### config.mk
export PLATFORM = sky130hd
export DESIGN_NAME = crc4_codeword_row_packer_flat
export DESIGN_NICKNAME = d
export VERILOG_FILES = /design/src/sv/c4rp_pkg.sv /design/src/sv/c4rp_if.sv /design/src/sv/c4rp_front.sv /design/src/sv/c4rp_queue.sv /design/src/sv/c4rp_back.sv /design/src/sv/crc4_codeword_row_packer.sv /design/src/flat_wrapper.sv
export SDC_FILE = /design/constraint.sdc
export NUM_CORES = 1
export LEC_CHECK = 0
export BUFFER_PORTS_ARGS = -buffer_cell sky130_fd_sc_hd__buf_2
export CORE_MARGIN = 3
export CORE_UTILIZATION = 53
export DETAILED_ROUTE_END_ITERATION = 16
export GPL_TIMING_DRIVEN = 0
export PLACE_DENSITY = 0.73
export SYNTH_ARGS = -nofsm -noshare
export SYNTH_HDL_FRONTEND = slang
export SYNTH_HIERARCHICAL = 1
export SYNTH_SLANG_ARGS = --single-unit
### constraint.sdc
create_clock -name clk -period 5.4 [get_ports clk]
set_clock_uncertainty 0.05 [all_clocks]
set_input_delay 0.27 -clock clk [delete_from_list [all_inputs] [get_ports clk]]
set_output_delay 0.27 -clock clk [all_outputs]
set_load 0.05 [all_outputs]
### src/sv/c4rp_pkg.sv
// Shared constants, queue entry type and codeword function of the CRC-4 row packer.
package c4rp_pkg;

  localparam int CODEWORDS_PER_ROW = 5;
  localparam int ROWS_PER_FRAME    = 60;

  localparam int BYTE_W    = 8;
  localparam int CRC_W     = 4;
  localparam int CW_WIDTH  = BYTE_W + CRC_W;
  localparam int ROW_WIDTH = 60;
  localparam int ROW_NUM_W = 6;
  localparam int FRAME_W   = 16;
  localparam int SLOT_W    = $clog2(CODEWORDS_PER_ROW + 1);

  // Generator x^4 + x + 1.
  localparam logic [CW_WIDTH-1:0] CRC_POLY = CW_WIDTH'(5'b10011);

  localparam int Q_DEPTH = 4;
  localparam int Q_AW    = $clog2(Q_DEPTH);
  localparam int Q_CW    = $clog2(Q_DEPTH + 1);

  typedef enum logic {
    ACT_DATA  = 1'b0,
    ACT_FLUSH = 1'b1
  } action_t;

  typedef struct packed {
    logic                is_flush;
    logic [CW_WIDTH-1:0] codeword;
  } q_entry_t;

  // Data byte followed by the remainder of byte * x^4 mod the generator.
  function automatic logic [CW_WIDTH-1:0] make_codeword(input logic [BYTE_W-1:0] data);
    logic [CW_WIDTH-1:0] rem;
    rem = {data, {CRC_W{1'b0}}};
    for (int b = CW_WIDTH - 1; b >= CRC_W; b--) begin
      if (rem[b]) begin
        rem = rem ^ (CRC_POLY << (b - CRC_W));
      end
    end
    return {data, rem[CRC_W-1:0]};
  endfunction

endpackage

### src/sv/c4rp_if.sv
// Handshake interfaces for the byte requests and the row results.
interface c4rp_byte_if;
  import c4rp_pkg::*;
  logic              valid;
  logic              ready;
  logic              action;
  logic [BYTE_W-1:0] data_byte;

  modport source(output valid, action, data_byte, input ready);
  modport sink(input valid, action, data_byte, output ready);
endinterface

interface c4rp_row_if;
  import c4rp_pkg::*;
  logic                 valid;
  logic                 ready;
  logic [ROW_WIDTH-1:0] row_bits;
  logic [ROW_NUM_W-1:0] row_number;
  logic [FRAME_W-1:0]   frame_number;
  logic                 end_of_frame;

  modport source(output valid, row_bits, row_number, frame_number, end_of_frame,
                 input ready);
  modport sink(input valid, row_bits, row_number, frame_number, end_of_frame,
               output ready);
endinterface

### src/sv/c4rp_front.sv
// Front end: accepts requests, classifies them and builds the CRC-4 codeword.
module c4rp_front (
  c4rp_byte_if.sink           byte_stream,
  output logic                push_valid,
  output c4rp_pkg::q_entry_t  push_entry,
  input  logic                push_ready
);
  import c4rp_pkg::*;

  assign byte_stream.ready = push_ready;
  assign push_valid        = byte_stream.valid;

  always_comb begin
    push_entry.is_flush = (action_t'(byte_stream.action) == ACT_FLUSH);
    push_entry.codeword = make_codeword(byte_stream.data_byte);
  end

endmodule

### src/sv/c4rp_queue.sv
// Small first-in first-out queue between the front end and the packer.
module c4rp_queue (
  input  logic                clk,
  input  logic                rst,
  input  logic                push_valid,
  input  c4rp_pkg::q_entry_t  push_entry,
  output logic                push_ready,
  output logic                head_valid,
  output c4rp_pkg::q_entry_t  head,
  input  logic                head_pop
);
  import c4rp_pkg::*;

  q_entry_t          entries [Q_DEPTH];
  logic [Q_AW-1:0]   wr_ptr;
  logic [Q_AW-1:0]   rd_ptr;
  logic [Q_CW-1:0]   count;
  logic              push;
  logic              pop;

  assign push_ready = (count != Q_CW'(Q_DEPTH));
  assign head_valid = (count != '0);
  assign head       = entries[rd_ptr];
  assign push       = push_valid && push_ready;
  assign pop        = head_pop && head_valid;

  always_ff @(posedge clk) begin
    if (rst) begin
      wr_ptr <= '0;
      rd_ptr <= '0;
      count  <= '0;
    end else begin
      if (push) begin
        wr_ptr <= wr_ptr + 1'b1;
      end
      if (pop) begin
        rd_ptr <= rd_ptr + 1'b1;
      end
      case ({push, pop})
        2'b10:   count <= count + 1'b1;
        2'b01:   count <= count - 1'b1;
        default: count <= count;
      endcase
    end
  end

  always_ff @(posedge clk) begin
    if (push) begin
      entries[wr_ptr] <= push_entry;
    end
  end

  a_count_bound: assert property (@(posedge clk) disable iff (rst)
    count <= Q_CW'(Q_DEPTH))
    else $error("queue count beyond depth");

  a_push_grows: assert property (@(posedge clk) disable iff (rst)
    (push && !pop) |=> (count == $past(count) + 1'b1))
    else $error("queue count did not grow on push");

  a_pop_nonempty: assert property (@(posedge clk) disable iff (rst)
    head_pop |-> head_valid)
    else $error("queue popped while empty");

endmodule

### src/sv/c4rp_back.sv
// Back end: packs codewords into rows, counts rows and frames, holds the result register.
module c4rp_back (
  input  logic                clk,
  input  logic                rst,
  input  logic                head_valid,
  input  c4rp_pkg::q_entry_t  head,
  output logic                head_pop,
  c4rp_row_if.source          row_stream
);
  import c4rp_pkg::*;

  logic [ROW_WIDTH-1:0] row_buffer;
  logic [SLOT_W-1:0]    slot_count;
  logic [ROW_NUM_W-1:0] row_count;
  logic [FRAME_W-1:0]   frame_count;

  logic [ROW_WIDTH-1:0] row_buffer_next;
  logic [SLOT_W-1:0]    slot_count_next;
  logic [ROW_NUM_W-1:0] row_count_next;
  logic [FRAME_W-1:0]   frame_count_next;

  logic                 out_valid;
  logic [ROW_WIDTH-1:0] out_bits;
  logic [ROW_NUM_W-1:0] out_row;
  logic [FRAME_W-1:0]   out_frame;
  logic                 out_eof;

  logic                 take;
  logic                 emit;
  logic                 emit_eof;
  logic [ROW_WIDTH-1:0] filled;
  logic                 last_slot;
  logic                 last_row;

  assign take     = head_valid && (!out_valid || row_stream.ready);
  assign head_pop = take;

  assign last_slot = (slot_count >= SLOT_W'(CODEWORDS_PER_ROW - 1));
  assign last_row  = (row_count >= ROW_NUM_W'(ROWS_PER_FRAME - 1));

  // Drop the new codeword into the slot selected by slot_count.
  always_comb begin
    filled = row_buffer;
    for (int i = 0; i < CODEWORDS_PER_ROW; i++) begin
      if (slot_count == SLOT_W'(i)) begin
        filled[ROW_WIDTH-1-i*CW_WIDTH -: CW_WIDTH] = head.codeword;
      end
    end
  end

  always_comb begin
    row_buffer_next  = row_buffer;
    slot_count_next  = slot_count;
    row_count_next   = row_count;
    frame_count_next = frame_count;
    emit             = 1'b0;
    emit_eof         = 1'b0;
    if (head.is_flush) begin
      if (slot_count != '0) begin
        emit             = 1'b1;
        emit_eof         = 1'b1;
        row_buffer_next  = '0;
        slot_count_next  = '0;
        row_count_next   = '0;
        frame_count_next = frame_count + 1'b1;
      end else if (row_count != '0) begin
        row_count_next   = '0;
        frame_count_next = frame_count + 1'b1;
      end
    end else if (last_slot) begin
      emit            = 1'b1;
      emit_eof        = last_row;
      row_buffer_next = '0;
      slot_count_next = '0;
      if (last_row) begin
        row_count_next   = '0;
        frame_count_next = frame_count + 1'b1;
      end else begin
        row_count_next = row_count + 1'b1;
      end
    end else begin
      row_buffer_next = filled;
      slot_count_next = slot_count + 1'b1;
    end
  end

  always_ff @(posedge clk) begin
    if (rst) begin
      row_buffer  <= '0;
      slot_count  <= '0;
      row_count   <= '0;
      frame_count <= FRAME_W'(1);
      out_valid   <= 1'b0;
    end else begin
      if (take) begin
        row_buffer  <= row_buffer_next;
        slot_count  <= slot_count_next;
        row_count   <= row_count_next;
        frame_count <= frame_count_next;
      end
      if (take && emit) begin
        out_valid <= 1'b1;
      end else if (row_stream.ready) begin
        out_valid <= 1'b0;
      end
    end
  end

  // A flush sends the partial row as it stands; the codeword in its entry is not packed.
  always_ff @(posedge clk) begin
    if (take && emit) begin
      out_bits  <= head.is_flush ? row_buffer : filled;
      out_row   <= row_count;
      out_frame <= frame_count;
      out_eof   <= emit_eof;
    end
  end

  assign row_stream.valid        = out_valid;
  assign row_stream.row_bits     = out_bits;
  assign row_stream.row_number   = out_row;
  assign row_stream.frame_number = out_frame;
  assign row_stream.end_of_frame = out_eof;

  a_slot_bound: assert property (@(posedge clk) disable iff (rst)
    slot_count < SLOT_W'(CODEWORDS_PER_ROW))
    else $error("slot count out of range");

  a_row_bound: assert property (@(posedge clk) disable iff (rst)
    row_count < ROW_NUM_W'(ROWS_PER_FRAME))
    else $error("row count out of range");

  a_emit_loads: assert property (@(posedge clk) disable iff (rst)
    (take && emit) |=> out_valid)
    else $error("emitted row not registered");

  a_eof_closes: assert property (@(posedge clk) disable iff (rst)
    (take && emit_eof) |=> (row_count == '0 && slot_count == '0 &&
                            frame_count == $past(frame_count) + 1'b1))
    else $error("frame not closed after end-of-frame row");

endmodule

### src/sv/crc4_codeword_row_packer.sv
// Top level of the CRC-4 codeword row packer: front end, queue and packing back end.
//
//   Channel      Dir  Handshake      Payload
//   byte_stream  in   valid/ready    action (1), data_byte (8)
//   row_stream   out  valid/ready    row_bits (60), row_number (6),
//                                    frame_number (16), end_of_frame (1)
//
// One request is accepted per cycle while the queue has room; a request reaches the
// packer in the cycle after it enters the queue at the earliest, and a completed row
// appears on row_stream the cycle after the packer consumes the request that finishes it.
// Throughput is set by the packer, which retires one queue entry per cycle while its
// result register is empty or being drained.
// rst is synchronous; it empties the queue, clears the row buffer and the row count,
// and sets the frame number to one.
// When row_stream stalls, the packer holds; the four-entry queue keeps taking requests
// until it fills, and only then does byte_stream.ready drop.
module crc4_codeword_row_packer (
  input  logic        clk,
  input  logic        rst,
  c4rp_byte_if.sink   byte_stream,
  c4rp_row_if.source  row_stream
);
  import c4rp_pkg::*;

  // Front end to queue.
  logic     push_valid;
  logic     push_ready;
  q_entry_t push_entry;

  // Queue head to packer.
  logic     head_valid;
  logic     head_pop;
  q_entry_t head;

  // The front end works out the codeword in the same cycle the request is accepted,
  // so the queue only ever holds finished codewords and flush markers.
  c4rp_front u_front (
    .byte_stream (byte_stream),
    .push_valid  (push_valid),
    .push_entry  (push_entry),
    .push_ready  (push_ready)
  );

  c4rp_queue u_queue (
    .clk        (clk),
    .rst        (rst),
    .push_valid (push_valid),
    .push_entry (push_entry),
    .push_ready (push_ready),
    .head_valid (head_valid),
    .head       (head),
    .head_pop   (head_pop)
  );

  // The back end owns all row and frame state and the result register.
  c4rp_back u_back (
    .clk        (clk),
    .rst        (rst),
    .head_valid (head_valid),
    .head       (head),
    .head_pop   (head_pop),
    .row_stream (row_stream)
  );

endmodule
### src/flat_wrapper.sv
// flat-port wrapper written by rule: the top's interface ports become plain ports
module crc4_codeword_row_packer_flat import c4rp_pkg::*;
  (clk, rst, byte_stream_valid, byte_stream_action, byte_stream_data_byte, byte_stream_ready, row_stream_valid, row_stream_row_bits, row_stream_row_number, row_stream_frame_number, row_stream_end_of_frame, row_stream_ready);
  c4rp_byte_if byte_stream_i ();
  c4rp_row_if row_stream_i ();
  input  logic clk;
  input  logic rst;
  input wire logic [$bits(byte_stream_i.valid)-1:0] byte_stream_valid;
  input wire logic [$bits(byte_stream_i.action)-1:0] byte_stream_action;
  input wire logic [$bits(byte_stream_i.data_byte)-1:0] byte_stream_data_byte;
  output wire logic [$bits(byte_stream_i.ready)-1:0] byte_stream_ready;
  output wire logic [$bits(row_stream_i.valid)-1:0] row_stream_valid;
  output wire logic [$bits(row_stream_i.row_bits)-1:0] row_stream_row_bits;
  output wire logic [$bits(row_stream_i.row_number)-1:0] row_stream_row_number;
  output wire logic [$bits(row_stream_i.frame_number)-1:0] row_stream_frame_number;
  output wire logic [$bits(row_stream_i.end_of_frame)-1:0] row_stream_end_of_frame;
  input wire logic [$bits(row_stream_i.ready)-1:0] row_stream_ready;
  assign byte_stream_i.valid = byte_stream_valid;
  assign byte_stream_i.action = byte_stream_action;
  assign byte_stream_i.data_byte = byte_stream_data_byte;
  assign byte_stream_ready = byte_stream_i.ready;
  assign row_stream_valid = row_stream_i.valid;
  assign row_stream_row_bits = row_stream_i.row_bits;
  assign row_stream_row_number = row_stream_i.row_number;
  assign row_stream_frame_number = row_stream_i.frame_number;
  assign row_stream_end_of_frame = row_stream_i.end_of_frame;
  assign row_stream_i.ready = row_stream_ready;
  crc4_codeword_row_packer u_core (.clk(clk), .rst(rst), .byte_stream(byte_stream_i), .row_stream(row_stream_i));
endmodule
==> flow_summary.json <==
{
  "setup_viol_count_final": 0,
  "place.gp.congestion": 0.788,
  "drcViolationCount": 0,
  "synthesis.nets": 718,
  "slew_headroom": 0.494,
  "initial_antenna_violation_count": 0,
  "wirelength_um": 18200,
  "worst_path_most_repeated_cell": "buf_2",
  "grt_start_max_net_pins": 36,
  "io_buffers": 94,
  "floorplan.core_area_um2": 16900,
  "drv_cap": 0,
  "crit_path_time_final_ns": 3.04,
  "number_of_design_rule_violations_left_by_the_first_detailed_router_iteration": 369,
  "worstPathCellList": "buf_6 > mux4_2 > buf_2 > nor3b_1 > buf_2 > mux2_2",
  "hold_class": "input pin to flip-flop",
  "flop_and_latch_count_out_of_synthesis": 230,
  "cell_area_after_synthesis_um2": 9340,
  "route.vias.total": 5858,
  "multiInputGateArea_um2": 3030,
  "n_antenna_cell": 0,
  "avgSynthCellArea_um2": 13.5,
  "critPathRequiredTime_ns": 5.60,
  "clk_root_buffer_cell": "clkbuf_16",
  "number_of_instances_resized_during_post_cts_repair": 0,
  "cts_made_buffers": 24,
  "fraction_of_final_layout_cells_sized_beyond_drive_strength_1": 0.285,
  "yosys-top-cells-area": "edfxtp_1 43%, dfxtp_1 20%, mux2_2 7.8%",
  "io_pins": 98,
  "outcome": "completed",
  "synth.lib_cells_used.distinct": 48,
  "layout_worst_path_cycle_share": 0.562,
  "placed_insts": 1007,
  "full_die_area_um2": 19300,
  "wl_per_cell_um": 17.3,
  "ys_async_sr_fraction": 0,
  "layout.nets": 841,
  "ctsHtreeMaxLevel": 1,
  "cts.clk_slew.worst_paths_ns": 0.06,
  "hold_viol": 0,
  "initial_core_util": 0.552,
  "worst-path-max-fanout": 10,
  "ys_seq_area_frac": 0.637,
  "placementRows": 47,
  "global_route.usage.total": 0.184,
  "worstPathArrival_ns": 3.23,
  "drtAntennaViolNets": 0,
  "via_count_of_the_first_global_routing_pass": 5788,
  "cts-root-to-sink-buffers": 3,
  "netlist.area_leader.share": 0.434,
  "cellLeakagePower_nw": 4.07,
  "cts.sink_count": 230,
  "startpoint_type": "flip-flop",
  "yosys.area.top_type": "edfxtp_1",
  "timing.critical_path.slowest_cell_delay_ns": 0.61,
  "total_overflow_reported_by_the_global_router": 0,
  "netlist_instances": 691,
  "synth_warnings": 6,
  "tightest_slew_ns": 0.753,
  "element_type_at_the_critical_path_end": "flip-flop",
  "tritoncts_clock_tree": "yes",
  "nFillCells": 1245,
  "cts_hold_buf": 1,
  "rsz0062_at_grt": "false",
  "viasPerCell": 5.57,
  "timing_worst_setup_path_type": "flip-flop to flip-flop",
  "yosys_most_used_dff": "edfxtp_1",
  "layoutNonFillerInstCount": 1052,
  "die-height_um": 139,
  "timing.hold.ws_ns": 0.0251,
  "area_grow_syn2layout_pct": 16.5,
  "synth-edff-count": 135,
  "power.ir.vdd_worst_uv": 272,
  "detailed_place_hpwl_um": 12700,
  "global_route_wire_length_before_repair_um": 29400,
  "clock_latency_ns": 0.50,
  "critical_path_top_delay_cell": "mux4_2",
  "finalMaxSlewViolations": 0,
  "drtPass1Iterations": 5,
  "die_w_um": 139,
  "maxClockFrequency_ghz": 0.329,
  "power_per_standard_cell_area_nw_per_um2": 445,
  "cts_post_setup_buffers_inserted": 0,
  "seqCellArea_um2": 5960
}
==> cells in the mapped netlist (6+ instances only) <==
cell type,instances
ha_1,13
nand2_1,13
and2_1,19
nand3_1,10
nor2_1,75
a22oi_1,48
nor2b_1,20
or3_1,6
dfxtp_1,95
xnor2_1,9
nor4_1,12
nand4_1,6
mux2_1,9
edfxtp_1,135
mux2_2,65
buf_2,11
clkbuf_1,32
a21oi_1,14
buf_4,13
mux4_2,10
inv_1,17
==> power by group <==
| part | internal (mW) | switching (mW) | leakage, nW |
|---|---|---|---|
| combinational | 0.387 | 0.804 | 1.68 |
| clock | 0.882 | 0.623 | 0.359 |
| sequential | 2.07 | 0.0744 | 2.03 |
| total | 3.34 | 1.50 | 4.07 |
==> placed cells by master (no fill, tap or decap), types with 4 or more instances in the layout <==
master	netlist	final
clkbuf_8	0	4
nand4_1	6	6
and3_1	4	4
nand2_1	13	13
or4_1	4	4
or3_1	6	6
o31ai_1	5	5
a21oi_1	14	14
nand3_1	10	10
buf_4	13	13
edfxtp_1	135	135
and2_1	19	19
ha_1	13	13
nor4_1	12	12
inv_1	17	17
buf_2	11	105
mux2_2	65	65
mux4_2	10	10
dfxtp_1	95	95
nor2b_1	20	20
xor2_1	5	5
clkbuf_1	32	42
xnor2_1	9	9
clkbuf_16	0	24
nor2_1	75	74
clkinv_2	0	4
a22oi_1	48	48
mux2_1	9	9
o311ai_1	5	5
o21ai_0	5	5
==> layout make-up <==
type,instances,share of cell area
Sequential cell,230,0.547
Timing Repair Buffer,97,0.0478
Inverter,17,0.00586
Multi-Input combinational cell,385,0.279
Buffer,59,0.0275
Tap cell,220,0.0253
Clock inverter,6,0.00402
Clock buffer,38,0.0637
==> cells by family after synthesis <==
group	share of synthesized area
and+or+nand+nor	0.102
xor gates and xnor gates	0.0157
buffers and inverters	0.0388
DFF	0.637
AOI/OAI and AO/OA	0.0641
muxes	0.123
adders and majority gates	0.0196
==> registers in the layout, summed over array words and instances, names as in the netlist, 3 cells and up, named ones only <==
register,count
u_core/u_back/frame_count,16
u_core/u_back/row_buffer,60
u_core/u_back/row_count,6
u_core/u_back/row_stream.frame_number,16
u_core/u_back/row_stream.row_bits,60
u_core/u_back/row_stream.row_number,6
u_core/u_back/slot_count,3
u_core/u_queue/count,3
u_core/u_queue/entries,52
==> worst paths after layout <==
check                                                        endpoint                        start  cells after the start  slack [ns]
worst max-delay path            u_core/u_back/row_stream.row_bits[50]                    flip-flop                      6        2.36
worst min-delay path                     u_core/u_queue/entries[0][5]     byte_stream_data_byte[1]                      2        0.03
worst max register to register  u_core/u_back/row_stream.row_bits[50]                    flip-flop                      6        2.36
worst min register to register            u_core/u_back/row_buffer[4]  u_core/u_back/row_buffer[4]                      1        0.41
==> metrics by stage <==
step	instance area [um^2]	util	TNS (ns)	worst slack [ns]	total power, mW
final	10900	0.643	0	2.36	4.84
after global routing	10900	0.643	0	2.23	5.06
after CTS	10900	0.643	0	2.36	4.88
after detailed placement	10100	0.599	0	2.37	3.37
after global placement	10100	0.596	-110.77	-1.34	3.32
after floorplan	9340	-	0	0.100	3.06
==> metal layers <==
metal | routed length, um | vias to the layer above | track usage
met1 | 7780 | 2834 | 0.250
li1 | - | 2779 | -
met4 | 317 | 0 | 0.0536
met3 | 1310 | 31 | 0.0362
met5 | 0 | - | 0
met2 | 8760 | 214 | 0.302
==> critical path: cells and delay by family, from the launching register on <==
kind          cells  cell delay (ns)
mux               2             0.99
simple gates      1             0.52
buf+inv           3             0.79
flops             1             0.43
(Power assumes the default switching activity.)
